<file path="src/hw/rtl/assert_macros.svh">
// Assertion macros for the stack RTL.
// Each macro expects clk and rst_n to be visible at the point of use.
`ifndef ASSERT_MACROS_SVH
`define ASSERT_MACROS_SVH

// Invariant checked on every clock edge out of reset.
`define SWS_ASSERT(name, expr, msg) \
    name: assert property (@(posedge clk) disable iff (!rst_n) (expr)) else $error(msg);

// Same-cycle implication.
`define SWS_ASSERT_IMPL(name, ante, cons, msg) \
    name: assert property (@(posedge clk) disable iff (!rst_n) (ante) |-> (cons)) \
        else $error(msg);

// Next-cycle implication.
`define SWS_ASSERT_NEXT(name, ante, cons, msg) \
    name: assert property (@(posedge clk) disable iff (!rst_n) (ante) |=> (cons)) \
        else $error(msg);

`endif

</file>
<file path="src/hw/rtl/sws_pkg.sv">
// ----------------------------------------------------------------------------
// sws_pkg
// Types and constants shared by the stack with duplicate and rotate.
// ----------------------------------------------------------------------------
package sws_pkg;

    localparam int DEPTH_DEF     = 16;
    localparam int WORD_BITS_DEF = 32;

    // Request kinds; code seven is unused and handled like a size query
    typedef enum logic [2:0] {
        KIND_PUSH = 3'd0,
        KIND_POP  = 3'd1,
        KIND_PEEK = 3'd2,
        KIND_DUP  = 3'd3,
        KIND_ROTL = 3'd4,
        KIND_ROTR = 3'd5,
        KIND_SIZE = 3'd6
    } kind_t;

    typedef enum logic [1:0] {
        STAT_OK     = 2'd0,
        STAT_EMPTY  = 2'd1,
        STAT_BOUNDS = 2'd2,
        STAT_FULL   = 2'd3
    } status_t;

    typedef enum logic [2:0] {
        S_IDLE,
        S_READ,
        S_ROT_HOLD,
        S_ROT_MOVE,
        S_ROT_END
    } state_t;

    // Result strobe from the sequencer to the output register
    typedef struct packed {
        logic    valid;
        status_t status;
    } res_t;

endpackage

</file>
<file path="src/hw/rtl/stack_with_dup_and_rotate.sv">
// ----------------------------------------------------------------------------
// stack_with_dup_and_rotate
// LIFO word stack with push, pop, peek, duplicate, bottom rotates and size.
// ----------------------------------------------------------------------------
// Push, size and error results form as the request is taken; pop, peek, duplicate
// answer from READ. Rotate by n walks HOLD, MOVE and END, one memory read and write
// per entry for n >= 2. Push and size: 1 word per cycle unless stalled.
// A request is taken only in IDLE and when the output register is empty or draining.
// Reset clears the fill count and the sequencer; memory contents are kept.

module stack_with_dup_and_rotate #(
    parameter int DEPTH     = sws_pkg::DEPTH_DEF,
    parameter int WORD_BITS = sws_pkg::WORD_BITS_DEF,
    localparam int CNT_W    = $clog2(DEPTH + 1),
    localparam int ADDR_W   = $clog2(DEPTH)
) (
    input  logic                 clk,
    input  logic                 rst_n,
    // request channel
    input  logic                 req_valid,
    output logic                 req_stall,
    input  logic [2:0]           kind,
    input  logic [WORD_BITS-1:0] push_word,
    input  logic [CNT_W-1:0]     rotate_count,
    // response channel
    output logic                 rsp_valid,
    input  logic                 rsp_stall,
    output logic [WORD_BITS-1:0] read_word,
    output logic [1:0]           status,
    output logic [CNT_W-1:0]     fill_level,
    output logic                 is_empty
);

    import sws_pkg::*;

    res_t                 res;
    logic [WORD_BITS-1:0] res_word;
    logic [CNT_W-1:0]     res_fill;
    logic                 out_free;
    logic                 wr_en;
    logic [ADDR_W-1:0]    wr_addr;
    logic [WORD_BITS-1:0] wr_data;
    logic                 rd_en;
    logic [ADDR_W-1:0]    rd_addr;
    logic [WORD_BITS-1:0] rd_data;

    logic                 rsp_valid_reg;
    logic [WORD_BITS-1:0] word_reg;
    status_t              status_reg;
    logic [CNT_W-1:0]     fill_out_reg;

    sws_ram #(
        .DEPTH     (DEPTH),
        .WORD_BITS (WORD_BITS)
    ) u_ram (
        .clk     (clk),
        .wr_en   (wr_en),
        .wr_addr (wr_addr),
        .wr_data (wr_data),
        .rd_en   (rd_en),
        .rd_addr (rd_addr),
        .rd_data (rd_data)
    );

    sws_ctrl #(
        .DEPTH     (DEPTH),
        .WORD_BITS (WORD_BITS)
    ) u_ctrl (
        .clk          (clk),
        .rst_n        (rst_n),
        .req_valid    (req_valid),
        .req_stall    (req_stall),
        .kind         (kind),
        .push_word    (push_word),
        .rotate_count (rotate_count),
        .out_free     (out_free),
        .res          (res),
        .res_word     (res_word),
        .res_fill     (res_fill),
        .wr_en        (wr_en),
        .wr_addr      (wr_addr),
        .wr_data      (wr_data),
        .rd_en        (rd_en),
        .rd_addr      (rd_addr),
        .rd_data      (rd_data)
    );

    // Output register has room when empty or handing off its word this cycle
    assign out_free = !rsp_valid_reg || !rsp_stall;

    // Hold the response valid until the word is taken
    always_ff @(posedge clk or negedge rst_n)
    begin
        if (!rst_n)
        begin
            rsp_valid_reg <= 1'b0;
        end
        else if (res.valid)
        begin
            rsp_valid_reg <= 1'b1;
        end
        else if (!rsp_stall)
        begin
            rsp_valid_reg <= 1'b0;
        end
    end

    // Capture the response payload
    always_ff @(posedge clk)
    begin
        if (res.valid)
        begin
            word_reg     <= res_word;
            status_reg   <= res.status;
            fill_out_reg <= res_fill;
        end
    end

    assign rsp_valid  = rsp_valid_reg;
    assign read_word  = word_reg;
    assign status     = 2'(status_reg);
    assign fill_level = fill_out_reg;
    assign is_empty   = (fill_out_reg == '0);

endmodule

</file>
<file path="src/hw/rtl/sws_ram.sv">
// ----------------------------------------------------------------------------
// sws_ram
// Entry store: one write port, one read port, registered read data.
// ----------------------------------------------------------------------------
module sws_ram #(
    parameter int DEPTH     = sws_pkg::DEPTH_DEF,
    parameter int WORD_BITS = sws_pkg::WORD_BITS_DEF,
    localparam int ADDR_W   = $clog2(DEPTH)
) (
    input  logic                 clk,
    input  logic                 wr_en,
    input  logic [ADDR_W-1:0]    wr_addr,
    input  logic [WORD_BITS-1:0] wr_data,
    input  logic                 rd_en,
    input  logic [ADDR_W-1:0]    rd_addr,
    output logic [WORD_BITS-1:0] rd_data
);

    logic [WORD_BITS-1:0] mem [DEPTH];

    // Write port
    always_ff @(posedge clk)
    begin
        if (wr_en)
        begin
            mem[wr_addr] <= wr_data;
        end
    end

    // Read port, registered read data
    always_ff @(posedge clk)
    begin
        if (rd_en)
        begin
            rd_data <= mem[rd_addr];
        end
    end

endmodule

</file>
<file path="src/hw/rtl/sws_ctrl.sv">
// ----------------------------------------------------------------------------
// sws_ctrl
// Request sequencer: fill counter, memory read-modify-write and rotate walk.
// ----------------------------------------------------------------------------
`include "assert_macros.svh"

module sws_ctrl #(
    parameter int DEPTH     = sws_pkg::DEPTH_DEF,
    parameter int WORD_BITS = sws_pkg::WORD_BITS_DEF,
    localparam int CNT_W    = $clog2(DEPTH + 1),
    localparam int ADDR_W   = $clog2(DEPTH)
) (
    input  logic                 clk,
    input  logic                 rst_n,
    // request channel
    input  logic                 req_valid,
    output logic                 req_stall,
    input  logic [2:0]           kind,
    input  logic [WORD_BITS-1:0] push_word,
    input  logic [CNT_W-1:0]     rotate_count,
    // room in the output register this cycle
    input  logic                 out_free,
    // result to the output register
    output sws_pkg::res_t        res,
    output logic [WORD_BITS-1:0] res_word,
    output logic [CNT_W-1:0]     res_fill,
    // memory port
    output logic                 wr_en,
    output logic [ADDR_W-1:0]    wr_addr,
    output logic [WORD_BITS-1:0] wr_data,
    output logic                 rd_en,
    output logic [ADDR_W-1:0]    rd_addr,
    input  logic [WORD_BITS-1:0] rd_data
);

    import sws_pkg::*;

    state_t               state_reg, state_next;
    kind_t                kind_reg, kind_next;
    logic [CNT_W-1:0]     fill_reg, fill_next;
    logic [CNT_W-1:0]     cnt_reg, cnt_next;
    logic [CNT_W-1:0]     moves_reg, moves_next;
    logic [ADDR_W-1:0]    src_reg, src_next;
    logic [WORD_BITS-1:0] hold_reg, hold_next;

    kind_t                kind_in;
    logic                 take;
    logic                 now_empty;
    logic                 now_full;
    logic                 bad_count;
    logic                 rot_left;
    logic [CNT_W-1:0]     fill_dec;
    logic [CNT_W-1:0]     cnt_in_dec;
    logic [CNT_W-1:0]     cnt_reg_dec;
    logic [ADDR_W-1:0]    top_addr;
    logic [ADDR_W-1:0]    free_addr;
    logic [ADDR_W-1:0]    src_up;
    logic [ADDR_W-1:0]    src_dn;

    // Decode the incoming request and the current fill
    assign kind_in     = kind_t'(kind);
    assign req_stall   = !((state_reg == S_IDLE) && out_free);
    assign take        = req_valid && !req_stall;
    assign now_empty   = (fill_reg == '0);
    assign now_full    = (fill_reg == CNT_W'(DEPTH));
    assign bad_count   = (rotate_count == '0) || (rotate_count > fill_reg);
    assign rot_left    = (kind_reg == KIND_ROTL);
    assign fill_dec    = fill_reg - 1'b1;
    assign cnt_in_dec  = rotate_count - 1'b1;
    assign cnt_reg_dec = cnt_reg - 1'b1;
    assign top_addr    = fill_dec[ADDR_W-1:0];
    assign free_addr   = fill_reg[ADDR_W-1:0];
    assign src_up      = src_reg + 1'b1;
    assign src_dn      = src_reg - 1'b1;

    // Next state
    always_comb
    begin
        state_next = state_reg;
        unique case (state_reg)
            S_IDLE:
            begin
                if (take)
                begin
                    unique case (kind_in)
                        KIND_POP, KIND_PEEK:
                        begin
                            if (!now_empty)
                            begin
                                state_next = S_READ;
                            end
                        end
                        KIND_DUP:
                        begin
                            if (!now_empty && !now_full)
                            begin
                                state_next = S_READ;
                            end
                        end
                        KIND_ROTL, KIND_ROTR:
                        begin
                            if (!bad_count)
                            begin
                                state_next = S_ROT_HOLD;
                            end
                        end
                        default:
                        begin
                            state_next = S_IDLE;
                        end
                    endcase
                end
            end
            S_READ:
            begin
                state_next = S_IDLE;
            end
            S_ROT_HOLD:
            begin
                state_next = (moves_reg == '0) ? S_IDLE : S_ROT_MOVE;
            end
            S_ROT_MOVE:
            begin
                if (moves_reg == CNT_W'(1))
                begin
                    state_next = S_ROT_END;
                end
            end
            S_ROT_END:
            begin
                state_next = S_IDLE;
            end
            default:
            begin
                state_next = S_IDLE;
            end
        endcase
    end

    // Memory accesses, counters and result
    always_comb
    begin
        kind_next  = kind_reg;
        fill_next  = fill_reg;
        cnt_next   = cnt_reg;
        moves_next = moves_reg;
        src_next   = src_reg;
        hold_next  = hold_reg;
        wr_en      = 1'b0;
        wr_addr    = free_addr;
        wr_data    = push_word;
        rd_en      = 1'b0;
        rd_addr    = top_addr;
        res.valid  = 1'b0;
        res.status = STAT_OK;
        res_word   = '0;

        unique case (state_reg)
            S_IDLE:
            begin
                if (take)
                begin
                    kind_next = kind_in;
                    unique case (kind_in)
                        KIND_PUSH:
                        begin
                            res.valid = 1'b1;
                            if (now_full)
                            begin
                                res.status = STAT_FULL;
                            end
                            else
                            begin
                                wr_en     = 1'b1;
                                fill_next = fill_reg + 1'b1;
                            end
                        end
                        KIND_POP, KIND_PEEK:
                        begin
                            if (now_empty)
                            begin
                                res.valid  = 1'b1;
                                res.status = STAT_EMPTY;
                            end
                            else
                            begin
                                rd_en = 1'b1;
                            end
                        end
                        KIND_DUP:
                        begin
                            if (now_empty)
                            begin
                                res.valid  = 1'b1;
                                res.status = STAT_EMPTY;
                            end
                            else if (now_full)
                            begin
                                res.valid  = 1'b1;
                                res.status = STAT_FULL;
                            end
                            else
                            begin
                                rd_en = 1'b1;
                            end
                        end
                        KIND_ROTL, KIND_ROTR:
                        begin
                            if (bad_count)
                            begin
                                res.valid  = 1'b1;
                                res.status = STAT_BOUNDS;
                            end
                            else
                            begin
                                // fetch the entry that wraps around
                                rd_en      = 1'b1;
                                rd_addr    = (kind_in == KIND_ROTL) ? '0
                                                                    : cnt_in_dec[ADDR_W-1:0];
                                src_next   = rd_addr;
                                cnt_next   = rotate_count;
                                moves_next = cnt_in_dec;
                            end
                        end
                        default:
                        begin
                            res.valid = 1'b1;
                        end
                    endcase
                end
            end
            S_READ:
            begin
                res.valid = 1'b1;
                unique case (kind_reg)
                    KIND_POP:
                    begin
                        res_word  = rd_data;
                        fill_next = fill_dec;
                    end
                    KIND_PEEK:
                    begin
                        res_word = rd_data;
                    end
                    default:
                    begin
                        // duplicate: copy the top word one place up
                        wr_en     = 1'b1;
                        wr_data   = rd_data;
                        fill_next = fill_reg + 1'b1;
                    end
                endcase
            end
            S_ROT_HOLD:
            begin
                hold_next = rd_data;
                if (moves_reg == '0)
                begin
                    res.valid = 1'b1;
                end
                else
                begin
                    rd_en    = 1'b1;
                    rd_addr  = rot_left ? src_up : src_dn;
                    src_next = rd_addr;
                end
            end
            S_ROT_MOVE:
            begin
                // shift one entry toward the wrap slot's old place
                wr_en      = 1'b1;
                wr_addr    = rot_left ? src_dn : src_up;
                wr_data    = rd_data;
                moves_next = moves_reg - 1'b1;
                if (moves_reg != CNT_W'(1))
                begin
                    rd_en    = 1'b1;
                    rd_addr  = rot_left ? src_up : src_dn;
                    src_next = rd_addr;
                end
            end
            S_ROT_END:
            begin
                wr_en     = 1'b1;
                wr_addr   = rot_left ? cnt_reg_dec[ADDR_W-1:0] : '0;
                wr_data   = hold_reg;
                res.valid = 1'b1;
            end
            default:
            begin
                res.valid = 1'b0;
            end
        endcase

        res_fill = fill_next;
    end

    // Control registers
    always_ff @(posedge clk or negedge rst_n)
    begin
        if (!rst_n)
        begin
            state_reg <= S_IDLE;
            fill_reg  <= '0;
        end
        else
        begin
            state_reg <= state_next;
            fill_reg  <= fill_next;
        end
    end

    // Working registers of the current request
    always_ff @(posedge clk)
    begin
        kind_reg  <= kind_next;
        cnt_reg   <= cnt_next;
        moves_reg <= moves_next;
        src_reg   <= src_next;
        hold_reg  <= hold_next;
    end

    `SWS_ASSERT(a_fill_bound, fill_reg <= CNT_W'(DEPTH), "fill count above depth")
    `SWS_ASSERT(a_no_rw_clash, !(rd_en && wr_en && (rd_addr == wr_addr)), "read and write same entry")
    `SWS_ASSERT_IMPL(a_res_room, res.valid, out_free, "result raised with output register busy")
    `SWS_ASSERT_NEXT(a_walk_keeps_fill, state_reg == S_ROT_MOVE, $stable(fill_reg), "fill moved during rotate")

endmodule
</file>
<file path="config.mk">
export PLATFORM = sky130hd
export DESIGN_NAME = stack_with_dup_and_rotate
export DESIGN_NICKNAME = d
export VERILOG_FILES = /design/src/hw/rtl/sws_pkg.sv /design/src/hw/rtl/stack_with_dup_and_rotate.sv /design/src/hw/rtl/sws_ram.sv /design/src/hw/rtl/sws_ctrl.sv
export VERILOG_INCLUDE_DIRS = /design/src /design/src/hw/rtl
export SDC_FILE = /design/constraint.sdc
export NUM_CORES = 1
export LEC_CHECK = 0
export BUFFER_PORTS_ARGS = -buffer_cell sky130_fd_sc_hd__buf_2
export CELL_PAD_IN_SITES_DETAIL_PLACEMENT = 0
export CELL_PAD_IN_SITES_GLOBAL_PLACEMENT = 1
export CORE_MARGIN = 2
export CORE_UTILIZATION = 35
export CTS_BUF_LIST = sky130_fd_sc_hd__clkbuf_16
export CTS_CLUSTER_SIZE = 10
export DETAILED_ROUTE_END_ITERATION = 10
export PLACE_DENSITY_LB_ADDON = 0.1
export REMOVE_ABC_BUFFERS = 1
export SKIP_LAST_GASP = 1
export SLEW_MARGIN = 25
export SYNTH_ARGS = -nofsm -noshare
export SYNTH_HDL_FRONTEND = slang
export SYNTH_SLANG_ARGS = --single-unit
</file>
<file path="constraint.sdc">
create_clock -name clk -period 11.2 [get_ports clk]
set_input_delay 1.12 -clock clk [delete_from_list [all_inputs] [get_ports clk]]
set_output_delay 1.12 -clock clk [all_outputs]
set_load 0.03 [all_outputs]
</file>
After elaboration in Yosys (flattened, before gate mapping) --
Memory sizes are Yosys's and may differ from the RTL's. A register that Yosys moved wholly into a read port is not among the register bits. Cells that the tools add are included.
Word-level totals: memory bits (writable) 512, register bits after elaboration 96, logic and storage cells 138, output and inout bits 42, memory bits (read-only) 0, memories 1, latch bits 0
Memories:
- u_ram.mem | depth 16, bits a word 32, read ports 1, clocked after memory_dff 1, write ports 1, line sws_ram.sv:19 | logic [WORD_BITS-1:0] mem [DEPTH];
Cells by class: multipliers 0, add/sub/neg operators 7, reduce and logical (&&, ||, !) cells 29, order comparisons 1, div/mod/pow operators 0, bitwise logic cells 1, shift operators 0, mux-type cells 63, equal/unequal tests 25
Operators by type and width (number):
- $pmux W32 S3 | 1
- $mux W4 | 14
- $mux W32 | 1
- $mux W3 | 10
- $mux W5 | 6
- $pmux W5 S2 | 3
- $pmux W4 S3 | 2
- $logic_not A5 Y1 | 4
- $pmux W3 S3 | 2
- $eq A3 B2 Y1 const B | 5
- $mux W1 | 15
- $pmux W1 S3 | 5
- $sub A5 B1 Y5 const B | 3
- $eq A3 B3 Y1 const B | 4
- $reduce_or A2 Y1 | 5
- $eq A3 B1 Y1 const B | 3
- $ne A3 B3 Y1 const B | 3
- $ne A2 B1 Y1 const B | 4
- $pmux W2 S4 | 1
- $pmux W4 S2 | 1
- $reduce_and A4 Y1 | 2
- $sub A4 B1 Y4 const B | 2
- $logic_not A3 Y1 | 2
- $ne A2 B2 Y1 const B | 3
- other kinds (16) | 25

Longest topological paths before layout --
Gate-level depths: netlist of run 1.
word-level depth 8, mapped depth 14

Hierarchy --
From an unflattened synthesis of run 1, not the netlist that was laid out.
Second synthesis, totals: cells, all modules 1300, area total of the unflattened synthesis 25200.4 µm²
By module, submodules not included:
- sws_ram | area each 20155.6 µm², times used 1, seq. area each 16335.7 µm², cells each 838
- sws_ctrl | area each 3827.4 µm², times used 1, seq. area each 1641.6 µm², cells each 418
- stack_with_dup_and_rotate | area each 1217.4 µm², times used 1, seq. area each 1196.1 µm², cells each 44

Least setup slack after synthesis of run 1 --
Ideal clock, no wire load.
kind input to register, start input port rotate_count[4], end register u_ram.rd_data[0], read port of u_ram.mem, enable pin, arrival time 3.912 ns, library setup time 0.433 ns, path buffers 0, required time 10.767 ns, stages 8, path slack 6.855 ns, cell sequence ha_1 nand4_1 or2_1 nand2_1 a21oi_1 o21bai_1 a211o_1 o22ai_1
On the way: cells in the longest elaborated chain, start to end 6
RTL lines:
- start: declaration | line stack_with_dup_and_rotate.sv:24 | input logic [CNT_W-1:0] rotate_count,
- $gt A5 B5 Y1 or $logic_not A5 Y1 (tied branches) | line sws_ctrl.sv:66 | assign bad_count = (rotate_count == '0) || (rotate_count > fill_reg);
- $logic_or A1 B1 Y1 (*) | line sws_ctrl.sv:66
- $mux W1 (*) | line sws_ctrl.sv:209 | if (bad_count)
- $pmux W1 S3 (*) | line sws_ctrl.sv:164 | unique case (kind_in)
- $mux W1 (*) | line sws_ctrl.sv:161 | if (take)
- $pmux W1 S3 (*) | line sws_ctrl.sv:158 | unique case (state_reg)
- net rd_en | line stack_with_dup_and_rotate.sv:43 | logic rd_en;
- end: declaration | line sws_ram.sv:16 | output logic [WORD_BITS-1:0] rd_data
The timed path passes the listed nets; every way through them passes the cells marked *. A chain may end at the register's enable or synchronous reset.

Worst setup path after layout of run 1 --
start register u_ctrl.state_reg[0], end register u_ram.rd_data[11], read port of u_ram.mem, data pin
On the way: cells in the longest elaborated chain, start to end 5
RTL lines:
- start: declaration | line sws_ctrl.sv:38 | state_t state_reg, state_next;
- start signal: assignment | line sws_ctrl.sv:308 | state_reg <= state_next;
- $logic_not A3 Y1 | line sws_ctrl.sv:62, sws_ctrl.sv:158
- $logic_and A1 B1 Y1 | line sws_ctrl.sv:62 | assign req_stall = !((state_reg == S_IDLE) && out_free);
- $logic_and A1 B1 Y1 | line sws_ctrl.sv:63 | assign take = req_valid && !req_stall;
- $mux W4 or $mux W1 (tied branches) | line sws_ctrl.sv:161
- $pmux W4 S3 or $pmux W1 S3 (tied branches) | line sws_ctrl.sv:158
Parallel ways exist; a longest one is shown, timed or not.

==> results of run 1 <==
per-stage QoR:
step	total power [mW]	hold slack, ns	worst slack [ns]
6_report	10.3	0.366	5.99
2_1_floorplan	7.73	0.442	-8.32
3_5_place_dp	8.31	0.458	5.57
4_1_cts	10.5	0.337	6.12
5_1_grt	10.9	0.348	5.74
3_3_place_gp	8.26	0.452	5.60
final cells by class:
class                   count  area [µm²]
clock inverters            25         138
clock buffers              78        1950
inverters                  18        67.6
flip-flops and latches    640       19200
repair buffers            118         718
fillers                  6533       42500
multi-input cells         775        5990
well taps                 950        1190
cell families (layout without fill, tap and decap cells):
logic type / Yosys count / in the layout
AO/OA/AOI/OAI: 225 / 225
XOR/XNOR: 17 / 17
adder cells (fa/ha/maj): 14 / 14
buffers and inverters: 95 / 239
flip-flops: 640 / 640
multiplexers: 263 / 263
AND/OR/NAND/NOR: 256 / 256
metal layers:
metal  wire length (µm)  vias up  global-route usage
met5                  0        -                   0
met4               1300        0              0.0447
met3               2490       89              0.0279
met1              32200     7103               0.260
met2              32400      277               0.296
li1                   -     6197                   -
cell usage in the layout, fill, tap and decap left out, types with 4 or more instances in the layout:
master | Yosys | routed
o21ai_0 | 9 | 9
buf_4 | 2 | 30
xnor2_1 | 13 | 13
clkinv_1 | 0 | 7
mux2i_1 | 261 | 261
nand2_1 | 92 | 92
nor2_4 | 0 | 19
a21oi_1 | 15 | 15
a22oi_1 | 34 | 34
nand3_1 | 5 | 4
a21o_1 | 6 | 6
nor3b_1 | 6 | 4
inv_1 | 16 | 29
edfxtp_1 | 631 | 631
ha_1 | 14 | 14
clkbuf_16 | 0 | 78
a221oi_1 | 4 | 4
nand3b_1 | 4 | 4
dfrtp_1 | 9 | 9
and2_1 | 36 | 36
nor3_1 | 9 | 9
nand2b_1 | 9 | 9
nor2_1 | 42 | 23
xor2_1 | 4 | 4
or4_1 | 33 | 33
o22ai_1 | 133 | 132
buf_2 | 50 | 85
power groups by stage:
| stage | Combinational, mW | Clock [mW] | Sequential, mW |
|---|---|---|---|
| 5_1_grt | 4.68 | 2.29 | 3.90 |
| 2_1_floorplan | 3.77 | 0 | 3.95 |
| 3_3_place_gp | 4.37 | 0 | 3.89 |
| 3_5_place_dp | 4.41 | 0 | 3.90 |
| 6_report | 4.35 | 2.14 | 3.85 |
| 4_1_cts | 4.42 | 2.20 | 3.86 |
how the worst min path moves through the flow:
stage                                            from                               to  slack [ns]  cells past startpoint
final                                           rst_n  u_ctrl.state_reg[2]$_DFFE_PN0P_        0.37                      1
after floorplan            u_ram.rd_data[0]$_DFFE_PP_     u_ctrl.hold_reg[0]$_DFFE_PP_        0.44                      0
after global routing                            rst_n  u_ctrl.state_reg[1]$_DFFE_PN0P_        0.35                      1
after global placement    u_ram.rd_data[10]$_DFFE_PP_    u_ctrl.hold_reg[10]$_DFFE_PP_        0.45                      0
after detailed placement  u_ram.rd_data[10]$_DFFE_PP_    u_ctrl.hold_reg[10]$_DFFE_PP_        0.46                      0
after CTS                                       rst_n  u_ctrl.state_reg[2]$_DFFE_PN0P_        0.34                      1
==> qor.yml, run 1 <==
synth:
  synth_top_area_frac: 0.745
  ys_warn_count: 0
  synthAdderAreaFrac: 0.00689
  synth-simple-area-share: 0.0523
  synth_edf_count: 631
  synth_top_cell_by_area: "edfxtp_1"
  ys_seq_area_frac: 0.754
  synth_top_family_by_area: "multiplexers"
  synthXorXnorAreaFrac: 0.00586
  synth_most_common_cell: "edfxtp_1"
  syn_inst: 1510
  netlist_area_um2: 25400
  synth_common_cells: "edfxtp_1, mux2i_1, o22ai_1"
  synth_compound_area_frac: 0.0592
  synth_area_per_cell_um2: 16.8
  ys_types: 59
  synthTopCellsByArea: "edfxtp_1, mux2i_1, o22ai_1"
  synthFlopType: "edfxtp_1"
  ys_ff_latch: 640
  synthArstFlopShare: 0.0141
  synth.area.mux_share: 0.104
power:
  power_switching_mw: 3.94
  power_density_nw_per_um2: 354
  power_frac_clock: 0.207
  p_sw_frac: 0.381
  leakagePower_nw: 10.4
  internal-power_mw: 6.40
  p_seq_frac: 0.372
  irDropWorstVdd_uv: 475
  pwr-share-comb: 0.420
final_layout:
  design_area_um2: 29200
  final_util: 0.407
  stdcell_count: 2604
  drive_gt1_frac: 0.146
  max_flop_register: "u_ram.mem"
  areaGrowthSynthToFinish_pct: 14.9
  antenna_cells: 0
  nets: 1687
  largest_reg_flops: 512
hold_path:
  hold_class: "in2async"
route:
  viasPerCell: 5.25
  ant_nets: 0
  drtIter0Drc: 1061
  drc: 0
  drtPass1Iterations: 7
  drt-wirelength-per-cell_um: 26.3
  via_count: 13700
  wirelength_um: 68400
floorplanning:
  io_pins: 86
  num_rows: 98
  start_util: 0.354
  die_area_um2: 74800
  fp.coreArea_um2: 71700
  die_w_um: 274
  fp.dieH_um: 274
worst_setup_path:
  slowest_stage: "buf_12"
  worst-path-max-fanout: 138
  end_kind: "register"
  critPathRequiredTime_ns: 11.53
  setup.worst_path.start: "u_ctrl.state_reg[0]$_DFFE_PN0P_"
  slowest_delay_ns: 0.79
  r2r-end: "u_ram.rd_data[11]$_DFFE_PP_"
  crit_type: "reg2reg"
  r2r_start: "u_ctrl.state_reg[0]$_DFFE_PN0P_"
  cp.arrival_ns: 5.54
  worst-path-buf-inv: 2
  start_kind: "register"
  rrSetupSlack_ns: 5.99
  reg2reg_depth: 10
  cpMostUsedCell: "buf_12"
  crit_family: "simple AND/OR/NAND/NOR gates"
  endpoint: "u_ram.rd_data[11]$_DFFE_PP_"
  crit_chain: "nor3_2 > nand3_1 > nor4_1 > a221oi_2 > o31ai_4 > buf_12 > buf_12 > mux2i_1 > o22ai_1 > or4_1"
  cp_num_cells: 10
cts:
  cts_tree: "done"
  cts_sinks: 640
  clockRootBuffer: "clkbuf_16"
  cts_hold_buf: 0
  ctsResizeCount: 0
  cts_buffers: 76
  clk_pin_slew_ns: 0.06
  postCtsSetupBuffers: 0
  clock_tree.buffer_depth: 3
  clk_latency_ns: 0.62
  h-tree-depth: 3
timing:
  fin_crit_sh: 0.465
  setup_viol: 0
  skew_ns: 0.0253
  max_slew_margin: 0.277
  finalSetupTns_ns: 0
  drv_slew: 0
  tightest_slew_ns: 1.08
  rsz0062_at_grt: "no"
  hold_viol: 0
  period_minus_slack_ns: 5.21
  max_freq_mhz: 192
global_routing:
  grt_pass1_vias: 13600
  grt_max_degree: 139
  gr-total-overflow: 0
  grt_usage: 0.183
  grt_pass1_wl_um: 97800
  antenna_found_initial: 1
flow_run:
  cap_violations: 0
placement:
  portBuffers: 85
  place_congestion: 0.783
  hpwlAfterDp_um: 33500
  place_area_um2: 27100
  post-place-cells: 2501
run_status:
  status: "completed"
Power figures use the tool's default switching activity.
==> run 2, diff against run 1 <==
clock period = 5.4 ns   (was 11.2 ns; I/O delays follow)
==> qor.yml, run 2 (synthesis gave the netlist of run 1 again) <==
route:
  viasPerCell: 5.27  # was 5.25
  via_count: 13800  # was 13700
  wirelength_um: 68600  # was 68400 µm
  drtIter0Drc: 1068  # was 1061
  ant_nets: 0  # unchanged
  drc: 0  # unchanged
  drt-wirelength-per-cell_um: 26.3  # about the same
  drtPass1Iterations: 5  # was 7
global_routing:
  antenna_found_initial: 0  # was 1
  grt_pass1_vias: 13800  # was 13600
  grt_pass1_wl_um: 98700  # was 97800 µm
  grt_usage: 0.184  # was 0.183
  gr-total-overflow: 0  # unchanged
  grt_max_degree: 97  # was 139
timing:
  fin_crit_sh: 0.782  # was 0.465
  max_slew_margin: 0.400  # was 0.277
  finalSetupTns_ns: 0  # unchanged
  skew_ns: 0.0233  # was 0.0253 ns
  max_freq_mhz: 237  # was 192 MHz
  setup_viol: 0  # unchanged
  hold_viol: 0  # unchanged
  period_minus_slack_ns: 4.22  # was 5.21 ns
  rsz0062_at_grt: "no"  # unchanged
  tightest_slew_ns: 0.899  # was 1.08 ns
  drv_slew: 0  # unchanged
power:
  power_switching_mw: 8.22  # was 3.94 mW
  p_seq_frac: 0.368  # was 0.372
  irDropWorstVdd_uv: 1590  # was 475 µV
  power_density_nw_per_um2: 736  # was 354 nW/µm²
  pwr-share-comb: 0.421  # was 0.420
  internal-power_mw: 13.5  # was 6.40 mW
  p_sw_frac: 0.378  # was 0.381
  leakagePower_nw: 10.5  # was 10.4 nW
  power_frac_clock: 0.211  # was 0.207
final_layout:
  max_flop_register: "u_ram.mem"  # unchanged
  antenna_cells: 0  # unchanged
  nets: 1699  # was 1687
  drive_gt1_frac: 0.153  # was 0.146
  largest_reg_flops: 512  # unchanged
  areaGrowthSynthToFinish_pct: 16.1  # was 14.9%
  most-common-layout-cells: "edfxtp_1, mux2i_1, o22ai_1, nand2_1, buf_2"  # unchanged
  layout_commonest_cell: "edfxtp_1"  # unchanged
  final_util: 0.412  # was 0.407
floorplanning:
  fp.coreArea_um2: 71700  # unchanged
  io_pins: 86  # unchanged
  die_w_um: 274  # unchanged
  fp.dieH_um: 274  # unchanged
  num_rows: 98  # unchanged
  die_area_um2: 74800  # unchanged
  start_util: 0.354  # unchanged
cts:
  cts_tree: "done"  # unchanged
  clk_pin_slew_ns: 0.06  # about the same
  h-tree-depth: 3  # unchanged
  cts_sinks: 640  # unchanged
  cts_buffers: 76  # unchanged
  clockRootBuffer: "clkbuf_16"  # unchanged
  clock_tree.buffer_depth: 3  # unchanged
  clk_latency_ns: 0.60  # was 0.62 ns
worst_setup_path:
  worst-path-max-fanout: 96  # was 138
  cp.arrival_ns: 4.55  # was 5.54 ns
  critPathRequiredTime_ns: 5.73  # was 11.53 ns
  crit_type: "reg2reg"  # unchanged
  end_kind: "register"  # unchanged
  start_kind: "register"  # unchanged
placement:
  portBuffers: 85  # unchanged
  place_congestion: 0.813  # was 0.783
  hpwlAfterDp_um: 36200  # was 33500 µm
hold_path:
  hold_class: "in2reg"  # was in2async
run_status:
  status: "completed"  # unchanged
flow_run:
  cap_violations: 0  # unchanged
[run 2: cell types whose count changed in the layout (fill, tap and decap cells not counted), moves of 2 or more]
cell / change
clkinv_8: -2
buf_12: +11
clkbuf_16: +2
inv_1: -3
clkinv_1: -2
[run 2: through the flow]
stage | hold slack [ns] | worst slack, ns | power, mW | cells | cell area [µm²]
2_1_floorplan | 0.244 | -13.54 | 13.3 | 1433 | 25000
3_3_place_gp | 0.422 | 1.23 | 17.3 | 2510 | 27300
3_5_place_dp | 0.426 | 1.21 | 17.4 | 2511 | 27300
4_1_cts | 0.139 | 1.24 | 22.0 | 2612 | 29500
5_1_grt | 0.160 | 0.954 | 22.9 | 2613 | 29500
6_report | 0.168 | 1.18 | 21.7 | 2613 | 29500
[run 2: worst max-delay path, stage by stage, from the launching register on]
cell	delay [ns]
dfrtp_1	0.50
inv_1	0.13
ha_1	0.34
nand4_1	0.12
o221ai_1	0.32
a21oi_2	0.18
nand2_1	0.17
inv_2	0.10
o31ai_4	0.18
buf_4	0.28
buf_12	0.43
mux2i_1	0.27
o22ai_1	0.11
or4_1	0.54
[run 2: what timing repair did]
action,in CTS,in global routing
setup buffers,0,0
endpoints found under the hold margin,9,0
hold buffers,1,0
endpoints found under the setup margin,0,0
resized for setup,0,0
[run 2: worst paths after layout]
check	start	endpoint	slack, ns	cells after the start
worst min register to register	u_ram.rd_data[22]$_DFFE_PP_	u_ctrl.hold_reg[22]$_DFFE_PP_	0.48	0
worst min-delay path	rotate_count[0]	u_ctrl.cnt_reg[0]$_DFFE_PP_	0.17	1
min in group asynchronous	rst_n	u_ctrl.state_reg[1]$_DFFE_PN0P_	0.33	2
max in group asynchronous	rst_n	u_ctrl.fill_reg[2]$_DFF_PN0_	4.85	2
worst max register to register	u_ctrl.fill_reg[4]$_DFF_PN0_	u_ram.rd_data[19]$_DFFE_PP_	1.18	13
worst max-delay path	u_ctrl.fill_reg[4]$_DFF_PN0_	u_ram.rd_data[19]$_DFFE_PP_	1.18	13
[run 2: power groups by stage]
stage / Combinational [mW] / Sequential [mW] / Clock (mW)
final: 9.15 / 8.01 / 4.58
after detailed placement: 9.25 / 8.11 / 0
after floorplan: 5.16 / 8.19 / 0
after global placement: 9.17 / 8.09 / 0
after global routing: 9.86 / 8.11 / 4.89
after CTS: 9.25 / 8.02 / 4.70
[run 2: area by class of cell]
cell class                 instances  area, µm²
clock buffer                      80       2000
clock inverter                    20        140
fill                            6472      42200
inverter                          18       67.6
multi-input combinational        775       5980
sequential                       640      19200
tap                              950       1190
timing repair buffer             130        968
[run 2: metal layers]
layer	global-route usage	vias up	wire length (µm)
met5	0	-	0
met4	0.0467	0	1200
met3	0.0251	94	2680
met2	0.296	310	32300
met1	0.263	7134	32500
li1	-	6232	-
